**config.mk**
```make
export PLATFORM = sky130hd
export DESIGN_NAME = base64_stream_encoder
export DESIGN_NICKNAME = d
export VERILOG_FILES = /design/src/rtl/b64e_pkg.sv /design/src/rtl/base64_stream_encoder.sv /design/src/rtl/b64e_cfg.sv /design/src/rtl/b64e_front.sv /design/src/rtl/b64e_fifo.sv /design/src/rtl/b64e_back.sv
export VERILOG_INCLUDE_DIRS = /design/src /design/src/rtl
export SDC_FILE = /design/constraint.sdc
export NUM_CORES = 2
export LEC_CHECK = 0
export BUFFER_PORTS_ARGS = -buffer_cell sky130_fd_sc_hd__buf_2
export CAP_MARGIN = 20
export CORE_MARGIN = 1.5
export CORE_UTILIZATION = 23
export CTS_BUF_LIST = sky130_fd_sc_hd__clkbuf_16
export DETAILED_ROUTE_END_ITERATION = 16
export HOLD_SLACK_MARGIN = 0.05
export SLEW_MARGIN = 20
export SYNTH_ARGS = -nofsm -noshare
export SYNTH_HDL_FRONTEND = slang
export SYNTH_SLANG_ARGS = --single-unit
```
**constraint.sdc**
```tcl
create_clock -name i_clk -period 6.4 [get_ports i_clk]
set_clock_uncertainty 0.05 [all_clocks]
set_input_delay 1.28 -clock i_clk [delete_from_list [all_inputs] [get_ports i_clk]]
set_output_delay 1.28 -clock i_clk [all_outputs]
set_load 0.01 [all_outputs]
```
**src/rtl/assert_macros.svh**
```systemverilog
// ----------------------------------------------------------------------------
// assertion macros
// shared concurrent assertion forms, clocked on i_clk, off during reset
// ----------------------------------------------------------------------------
`ifndef ASSERT_MACROS_SVH
`define ASSERT_MACROS_SVH

// property holds at every edge
`define B64E_ASSERT(label, prop, msg) \
    label: assert property (@(posedge i_clk) disable iff (!i_rst_n) (prop)) \
        else $error(msg);

// trigger at one edge implies consequence at the next
`define B64E_ASSERT_NEXT(label, trig, cons, msg) \
    label: assert property (@(posedge i_clk) disable iff (!i_rst_n) \
        (trig) |=> (cons)) else $error(msg);

`endif

```
**src/rtl/b64e_pkg.sv**
```systemverilog
// ----------------------------------------------------------------------------
// b64e_pkg
// shared types and constants of the base64 stream encoder
// ----------------------------------------------------------------------------
package b64e_pkg;

    localparam logic [7:0] PAD_CHAR   = 8'd61;
    localparam int         FIFO_DEPTH = 2;
    localparam int         FIFO_AW    = $clog2(FIFO_DEPTH);
    localparam int         ALPHA_REGS = 8;
    localparam int         CFG_AW     = $clog2(ALPHA_REGS) + 3;

    typedef logic [ALPHA_REGS-1:0][63:0] t_alpha;

    typedef struct packed {
        logic       pad;
        logic [5:0] sextet;
    } t_sym;

    // cnt is the index of the final symbol (number of symbols minus one)
    typedef struct packed {
        t_sym [3:0] sym;
        logic [1:0] cnt;
        logic       last;
    } t_cmd;

    typedef struct packed {
        logic full;
        logic empty;
    } t_fifo_stat;

endpackage

```
**src/rtl/base64_stream_encoder.sv**
```systemverilog
// ----------------------------------------------------------------------------
// base64_stream_encoder
// streaming base64 encoder with a software-loaded alphabet
// ----------------------------------------------------------------------------
// s_axis takes one message byte per word in tdata, tlast on the final byte.
// m_axis gives one encoded character per word in tdata, tlast on the final
// character of the message, including the '=' pads.
// the alphabet lives in eight 64-bit apb registers at byte addresses 8*k,
// entry 8k in the low byte of word k; all entries are zero after reset.
// a byte is split into sextets and pads by the front and queued as one
// command of one to four symbols; the back looks each symbol up in the
// alphabet and puts one character per cycle into the free output register.
// once a byte is accepted, its first character passes through the queue,
// the command register and the output register before it is valid on m_axis.
// the back emits one character per cycle while m_axis is ready, so inside
// a group input is paced by four characters per three bytes, one byte per
// cycle while the two-entry queue has room; a final byte gives up to four.
// reset clears phase, leftover bits, queue and output register.
// when m_axis stalls, the output register holds, the queue fills and then
// s_axis_tready drops until characters drain.
// ----------------------------------------------------------------------------
module base64_stream_encoder (
    input  logic                        i_clk,
    input  logic                        i_rst_n,
    input  logic                        s_axis_tvalid,
    output logic                        s_axis_tready,
    input  logic [7:0]                  s_axis_tdata,   // data_byte
    input  logic                        s_axis_tlast,   // last_byte
    output logic                        m_axis_tvalid,
    input  logic                        m_axis_tready,
    output logic [7:0]                  m_axis_tdata,   // out_char
    output logic                        m_axis_tlast,   // last_char
    input  logic                        psel,
    input  logic                        penable,
    input  logic                        pwrite,
    input  logic [b64e_pkg::CFG_AW-1:0] paddr,
    input  logic [63:0]                 pwdata,
    output logic [63:0]                 prdata,
    output logic                        pready
);
    import b64e_pkg::*;

    t_alpha     alpha;
    t_cmd       push_cmd, pop_cmd;
    t_fifo_stat stat;
    logic       push, pop;

    b64e_cfg u_cfg (
        .i_clk   (i_clk),
        .i_rst_n (i_rst_n),
        .psel    (psel),
        .penable (penable),
        .pwrite  (pwrite),
        .paddr   (paddr),
        .pwdata  (pwdata),
        .prdata  (prdata),
        .pready  (pready),
        .o_alpha (alpha)
    );

    b64e_front u_front (
        .i_clk       (i_clk),
        .i_rst_n     (i_rst_n),
        .i_valid     (s_axis_tvalid),
        .o_ready     (s_axis_tready),
        .i_data_byte (s_axis_tdata),
        .i_last_byte (s_axis_tlast),
        .i_stat      (stat),
        .o_push      (push),
        .o_cmd       (push_cmd)
    );

    b64e_fifo u_fifo (
        .i_clk   (i_clk),
        .i_rst_n (i_rst_n),
        .i_push  (push),
        .i_wdata (push_cmd),
        .i_pop   (pop),
        .o_rdata (pop_cmd),
        .o_stat  (stat)
    );

    b64e_back u_back (
        .i_clk       (i_clk),
        .i_rst_n     (i_rst_n),
        .i_alpha     (alpha),
        .i_cmd       (pop_cmd),
        .i_stat      (stat),
        .o_pop       (pop),
        .o_valid     (m_axis_tvalid),
        .i_ready     (m_axis_tready),
        .o_out_char  (m_axis_tdata),
        .o_last_char (m_axis_tlast)
    );

endmodule

```
**src/rtl/b64e_cfg.sv**
```systemverilog
// ----------------------------------------------------------------------------
// b64e_cfg
// apb register bank holding the eight alphabet words
// ----------------------------------------------------------------------------
module b64e_cfg (
    input  logic                      i_clk,
    input  logic                      i_rst_n,
    input  logic                      psel,
    input  logic                      penable,
    input  logic                      pwrite,
    input  logic [b64e_pkg::CFG_AW-1:0] paddr,
    input  logic [63:0]               pwdata,
    output logic [63:0]               prdata,
    output logic                      pready,
    output b64e_pkg::t_alpha          o_alpha
);
    import b64e_pkg::*;

    t_alpha                          r_alpha;
    logic                            wr_en;
    logic [$clog2(ALPHA_REGS)-1:0]   reg_idx;

    assign pready  = 1'b1;
    assign reg_idx = paddr[CFG_AW-1:3];
    assign wr_en   = psel & penable & pwrite & pready;
    assign prdata  = r_alpha[reg_idx];
    assign o_alpha = r_alpha;

    always_ff @(posedge i_clk) begin
        if (!i_rst_n) begin
            r_alpha <= '0;
        end else if (wr_en) begin
            r_alpha[reg_idx] <= pwdata;
        end
    end

endmodule

```
**src/rtl/b64e_front.sv**
```systemverilog
// ----------------------------------------------------------------------------
// b64e_front
// accepts input bytes, splits them into sextets and pads, queues a command
// ----------------------------------------------------------------------------
`include "assert_macros.svh"

module b64e_front (
    input  logic                 i_clk,
    input  logic                 i_rst_n,
    input  logic                 i_valid,
    output logic                 o_ready,
    input  logic [7:0]           i_data_byte,
    input  logic                 i_last_byte,
    input  b64e_pkg::t_fifo_stat i_stat,
    output logic                 o_push,
    output b64e_pkg::t_cmd       o_cmd
);
    import b64e_pkg::*;

    localparam logic [1:0] PH0 = 2'd0;
    localparam logic [1:0] PH1 = 2'd1;
    localparam logic [1:0] PH2 = 2'd2;

    logic [1:0] r_phase, n_phase;
    logic [5:0] r_left, n_left;
    logic       accept;
    t_cmd       cmd;

    assign o_ready = !i_stat.full;
    assign accept  = i_valid & o_ready;

    always_comb begin
        cmd      = '0;
        cmd.last = i_last_byte;
        unique case (r_phase)
            PH1: begin
                cmd.sym[0].sextet = r_left | {2'b00, i_data_byte[7:4]};
                n_left            = {i_data_byte[3:0], 2'b00};
                n_phase           = PH2;
                if (i_last_byte) begin
                    cmd.sym[1].sextet = n_left;
                    cmd.sym[2].pad    = 1'b1;
                    cmd.cnt           = 2'd2;
                end
            end
            PH2: begin
                cmd.sym[0].sextet = r_left | {4'b0000, i_data_byte[7:6]};
                cmd.sym[1].sextet = i_data_byte[5:0];
                cmd.cnt           = 2'd1;
                n_left            = '0;
                n_phase           = PH0;
            end
            default: begin
                cmd.sym[0].sextet = i_data_byte[7:2];
                n_left            = {i_data_byte[1:0], 4'b0000};
                n_phase           = PH1;
                if (i_last_byte) begin
                    cmd.sym[1].sextet = n_left;
                    cmd.sym[2].pad    = 1'b1;
                    cmd.sym[3].pad    = 1'b1;
                    cmd.cnt           = 2'd3;
                end
            end
        endcase
        if (i_last_byte) begin
            n_phase = PH0;
            n_left  = '0;
        end
    end

    always_ff @(posedge i_clk) begin
        if (!i_rst_n) begin
            r_phase <= PH0;
            r_left  <= '0;
        end else if (accept) begin
            r_phase <= n_phase;
            r_left  <= n_left;
        end
    end

    assign o_push = accept;
    assign o_cmd  = cmd;

    `B64E_ASSERT_NEXT(a_last_restarts, accept && i_last_byte, r_phase == PH0 && r_left == 6'd0, "phase not cleared after last byte")

endmodule

```
**src/rtl/b64e_fifo.sv**
```systemverilog
// ----------------------------------------------------------------------------
// b64e_fifo
// short command queue between the front and the back
// ----------------------------------------------------------------------------
`include "assert_macros.svh"

module b64e_fifo (
    input  logic                 i_clk,
    input  logic                 i_rst_n,
    input  logic                 i_push,
    input  b64e_pkg::t_cmd       i_wdata,
    input  logic                 i_pop,
    output b64e_pkg::t_cmd       o_rdata,
    output b64e_pkg::t_fifo_stat o_stat
);
    import b64e_pkg::*;

    t_cmd               r_mem [FIFO_DEPTH];
    logic [FIFO_AW-1:0] r_wp, r_rp;
    logic [FIFO_AW:0]   r_cnt;

    assign o_stat.full  = (r_cnt == (FIFO_AW+1)'(FIFO_DEPTH)) ? 1'b1 : 1'b0;
    assign o_stat.empty = (r_cnt == '0);
    assign o_rdata      = r_mem[r_rp];

    always_ff @(posedge i_clk) begin
        if (i_push) begin
            r_mem[r_wp] <= i_wdata;
        end
    end

    always_ff @(posedge i_clk) begin
        if (!i_rst_n) begin
            r_wp  <= '0;
            r_rp  <= '0;
            r_cnt <= '0;
        end else begin
            if (i_push) begin
                r_wp <= (r_wp == FIFO_AW'(FIFO_DEPTH - 1)) ? '0 : r_wp + 1'b1;
            end
            if (i_pop) begin
                r_rp <= (r_rp == FIFO_AW'(FIFO_DEPTH - 1)) ? '0 : r_rp + 1'b1;
            end
            unique case ({i_push, i_pop})
                2'b10:   r_cnt <= r_cnt + 1'b1;
                2'b01:   r_cnt <= r_cnt - 1'b1;
                default: r_cnt <= r_cnt;
            endcase
        end
    end

    `B64E_ASSERT(a_no_overflow, !(i_push && o_stat.full), "push into full queue")
    `B64E_ASSERT(a_no_underflow, !(i_pop && o_stat.empty), "pop from empty queue")

endmodule

```
**src/rtl/b64e_back.sv**
```systemverilog
// ----------------------------------------------------------------------------
// b64e_back
// walks queued commands one symbol per cycle through the alphabet unless held
// ----------------------------------------------------------------------------
`include "assert_macros.svh"

module b64e_back (
    input  logic                 i_clk,
    input  logic                 i_rst_n,
    input  b64e_pkg::t_alpha     i_alpha,
    input  b64e_pkg::t_cmd       i_cmd,
    input  b64e_pkg::t_fifo_stat i_stat,
    output logic                 o_pop,
    output logic                 o_valid,
    input  logic                 i_ready,
    output logic [7:0]           o_out_char,
    output logic                 o_last_char
);
    import b64e_pkg::*;

    t_cmd       r_cmd;
    logic       r_busy;
    logic [1:0] r_idx;
    logic       r_out_valid;
    logic [7:0] r_out_char;
    logic       r_out_last;

    logic       load_out, emit, done;
    t_sym       sym;
    logic [7:0] ch;

    assign load_out = !r_out_valid || i_ready;
    assign emit     = r_busy && load_out;
    assign done     = emit && (r_idx == r_cmd.cnt);
    assign o_pop    = !i_stat.empty && (!r_busy || done);

    assign sym = r_cmd.sym[r_idx];
    assign ch  = sym.pad ? PAD_CHAR
                         : i_alpha[sym.sextet[5:3]][{sym.sextet[2:0], 3'b000} +: 8];

    always_ff @(posedge i_clk) begin
        if (o_pop) begin
            r_cmd <= i_cmd;
        end
        if (emit) begin
            r_out_char <= ch;
            r_out_last <= r_cmd.last && (r_idx == r_cmd.cnt);
        end
    end

    always_ff @(posedge i_clk) begin
        if (!i_rst_n) begin
            r_busy      <= 1'b0;
            r_idx       <= '0;
            r_out_valid <= 1'b0;
        end else begin
            if (o_pop) begin
                r_busy <= 1'b1;
                r_idx  <= '0;
            end else if (done) begin
                r_busy <= 1'b0;
            end else if (emit) begin
                r_idx <= r_idx + 1'b1;
            end
            if (load_out) begin
                r_out_valid <= emit;
            end
        end
    end

    assign o_valid     = r_out_valid;
    assign o_out_char  = r_out_char;
    assign o_last_char = r_out_last;

    `B64E_ASSERT(a_idx_in_range, !r_busy || (r_idx <= r_cmd.cnt), "symbol index past command")

endmodule
```
==> impl_metrics.ini <==
[status]
status = finished clean

[route]
viasPerCell = 5.266
dr.pass1.iters = 6
dr_total_vias = 27860
drcViolationCount = 0
postRouteAntennaNets = 0
post_drt_wl_per_cell_um = 24.06
drt-initial-drc-count = 3786
wirelength_mm = 127.3

[logic_synthesis]
ys_ff_latch = 586
synth_edf_count = 60
avgSynthCellArea_um2 = 8.371
synth_cell_type_count = 81
async_reset_ff_frac = 0
synth_cells = 3579
syn_nets = 3668
ys_warn_count = 0
synth-main-ff-cell = dfxtp_1
ys_seq_area_frac = 0.4116
syn_area_um2 = 29960

[final_layout]
fin_cells = 5290
mostFrequentLayoutCell = nand2_1
fin_nets = 3583
syn2layout_area_growth_pct = 12.83
drive_gt1_frac = 0.1198
final_cell_mix = nand2_1 (1124), dfxtp_1 (524), a21boi_0 (517), a22oi_1 (265), buf_2 (156)

[floorplan]
die_y_um = 363.9
start_util = 0.2317
die_x_um = 363.9
io_pins = 162
fp.coreArea_um2 = 129300
rows = 132
die_area_um2 = 132400

[sta]
min_period_over_period = 0.7581
worst-slew-pin-transition_ns = 1.237
hold_violations = 0
setup_ws_ns = 1.548
grt_setup_unrepaired = false
period_minus_slack_ns = 4.852
finalMaxSlewViolations = 0
max_clock_freq_ghz = 0.2061
setup_tns_ns = 0
setup_violations = 0
maxSlewHeadroom = 0.1757

[clock_network]
cts_buffer_depth = 3
cts_tree = built
cts_setup_buffers = 0
cts-root-buf = clkbuf_16
postCtsHoldBufs = 0
cts_buffers = 61
clk_latency_ns = 0.68
ctsResizeCount = 0
clk_pin_slew_ns = 0.06
cts-htree-levels = 2
cts_sinks = 586

[setup_path]
path_cells = buf_2 > nand2_1 > nor2_4 > buf_4 > a22oi_1 > nand4_1 > buf_2
cp_data_arrival_time_ns = 3.52
startpoint = paddr[3]
slowest_delay_ns = 0.69
cp_max_fo = 20
r2r_end = u_back.o_out_char[7]$_SDFFCE_PP0P_
cp_slowest_cell = nor2_4
worstPathRequired_ns = 5.07
path_class = in2out
reg2reg_setup_slack_ns = 2.16
critPathMostFrequentCell = buf_2
start_kind = input port
reg2reg_from = u_back.r_idx[1]$_SDFFE_PP0P_
cp-end-kind = output pin
crit_family = simple AND/OR/NAND/NOR gates
crit_buf_inv = 3
reg2reg_depth = 8

[placement]
gp_congestion = 0.9027
pre_cts_ws_ns = 1.643
placed_cells = 5173
portBuffers = 157
dp_hpwl_mm = 75.97

[global_route]
grt_max_degree = 215
first_global_vias = 25600
grt_use_total = 0.1841
grt_antenna_before_repair = 38
grt.overflow.total = 0
grt_pass1_wl_mm = 182.2

[power]
leakage_nw = 10.77
power_density_nw_per_um2 = 336.0
vdd_drop_max_uv = 253.2

[min_path]
worst_hold_path.endpoint = u_front.r_left[2]$_SDFFE_PN0N_
hold_path_class = reg2reg
hold_start = u_front.r_left[2]$_SDFFE_PN0N_
min_path_cells = 2

[job]
max_cap_violations = 0
-- cell families after synthesis --
kind of cell    count (synthesis)  share of synthesized area
compound gates               1060                     0.2587
xor+xnor                        7                   0.002046
fa+ha+maj                       3                   0.001253
buf+inv                       375                    0.06148
flops                         586                     0.4116
mux                           157                    0.07087
other cells                     1                  0.0001252
simple gates                 1390                     0.1939
-- routing by layer --
layer | routed length [um] | track usage | vias up
li1 | - | - | 12400
met1 | 50070 | 0.2383 | 13350
met2 | 56480 | 0.2863 | 1702
met3 | 14750 | 0.04716 | 382
met4 | 5795 | 0.08311 | 26
met5 | 161 | 0 | -
-- cells in the mapped netlist (all sizes together), types with 6 or more instances --
master / n / area share
a21oi: 64 / 0.011
inv: 10 / 0.0013
mux4: 37 / 0.028
mux2: 42 / 0.016
a32oi: 6 / 0.0018
and3b: 7 / 0.0020
nor3: 13 / 0.0022
o21ai: 63 / 0.011
a221oi: 11 / 0.0032
nand3: 42 / 0.0070
nor3b: 9 / 0.0023
buf: 154 / 0.034
mux2i: 78 / 0.027
a211o: 22 / 0.0064
and2: 14 / 0.0029
nand2: 1135 / 0.14
a211oi: 13 / 0.0033
o22ai: 20 / 0.0042
dfxtp: 526 / 0.35
o41ai: 6 / 0.0018
and3: 8 / 0.0017
a31oi: 6 / 0.0013
nor2b: 22 / 0.0046
edfxtp: 60 / 0.060
nand4: 71 / 0.015
nor2: 41 / 0.0062
a32o: 6 / 0.0020
clkbuf: 211 / 0.026
o211ai: 15 / 0.0041
a21boi: 517 / 0.13
a22oi: 265 / 0.066
-- report_power, final --
group / total [mW] / switching, mW / internal [mW] / leakage [nW]
Sequential: 4.11 / 0.189 / 3.92 / 4.81
Combinational: 3.67 / 2.59 / 1.08 / 4.97
Clock: 3.58 / 1.60 / 1.98 / 0.987
-- registers in the layout, summed over array words and instances (netlist names), 2 cells and up --
register and cells:
u_cfg.o_alpha 512, u_fifo.r_mem 34, u_back.r_cmd 17, u_back.o_out_char 8, u_front.r_left 4, u_back.r_idx 2
u_fifo.r_cnt 2, u_front.r_phase 2
-- worst max path at each step --
| stage | end | slack [ns] | cells after the start |
|---|---|---|---|
| 2_1_floorplan | prdata[34] | 2.68 | 5 |
| 3_3_place_gp | prdata[49] | 1.65 | 7 |
| 3_5_place_dp | prdata[49] | 1.64 | 7 |
| 4_1_cts | prdata[49] | 1.63 | 7 |
| 5_1_grt | prdata[49] | 1.49 | 7 |
| 6_report | prdata[49] | 1.55 | 7 |
-- metrics by stage --
step | util | power, mW | instance area (um2) | hold slack, ns
after floorplan | - | 6.323 | 29960 | 0.3907
after global placement | 0.2463 | 7.646 | 31860 | 0.4059
after detailed placement | 0.2463 | 7.661 | 31860 | 0.4104
after CTS | 0.2612 | 11.19 | 33780 | 0.4184
after global routing | 0.2613 | 11.57 | 33790 | 0.4480
final | 0.2614 | 11.36 | 33800 | 0.4160
-- worst reg2reg max path: cells and delay by family (launching register included) --
family                 cells  cell delay [ns]
AOI/OAI and AO/OA          2             0.37
muxes                      1             0.67
buffers and inverters      3             1.10
DFF                        1             0.49
and+or+nand+nor            2             1.35
-- cell type report --
class | count | area, um2
fill | 13860 | 95520
multi-input combinational | 2618 | 15940
sequential | 586 | 12340
tap | 1742 | 2180
clock buffer | 62 | 1551
timing repair buffer | 217 | 1371
clock inverter | 47 | 370.4
inverter | 10 | 37.54
antenna | 8 | 20.02
Power figures use the tool's default switching activity.
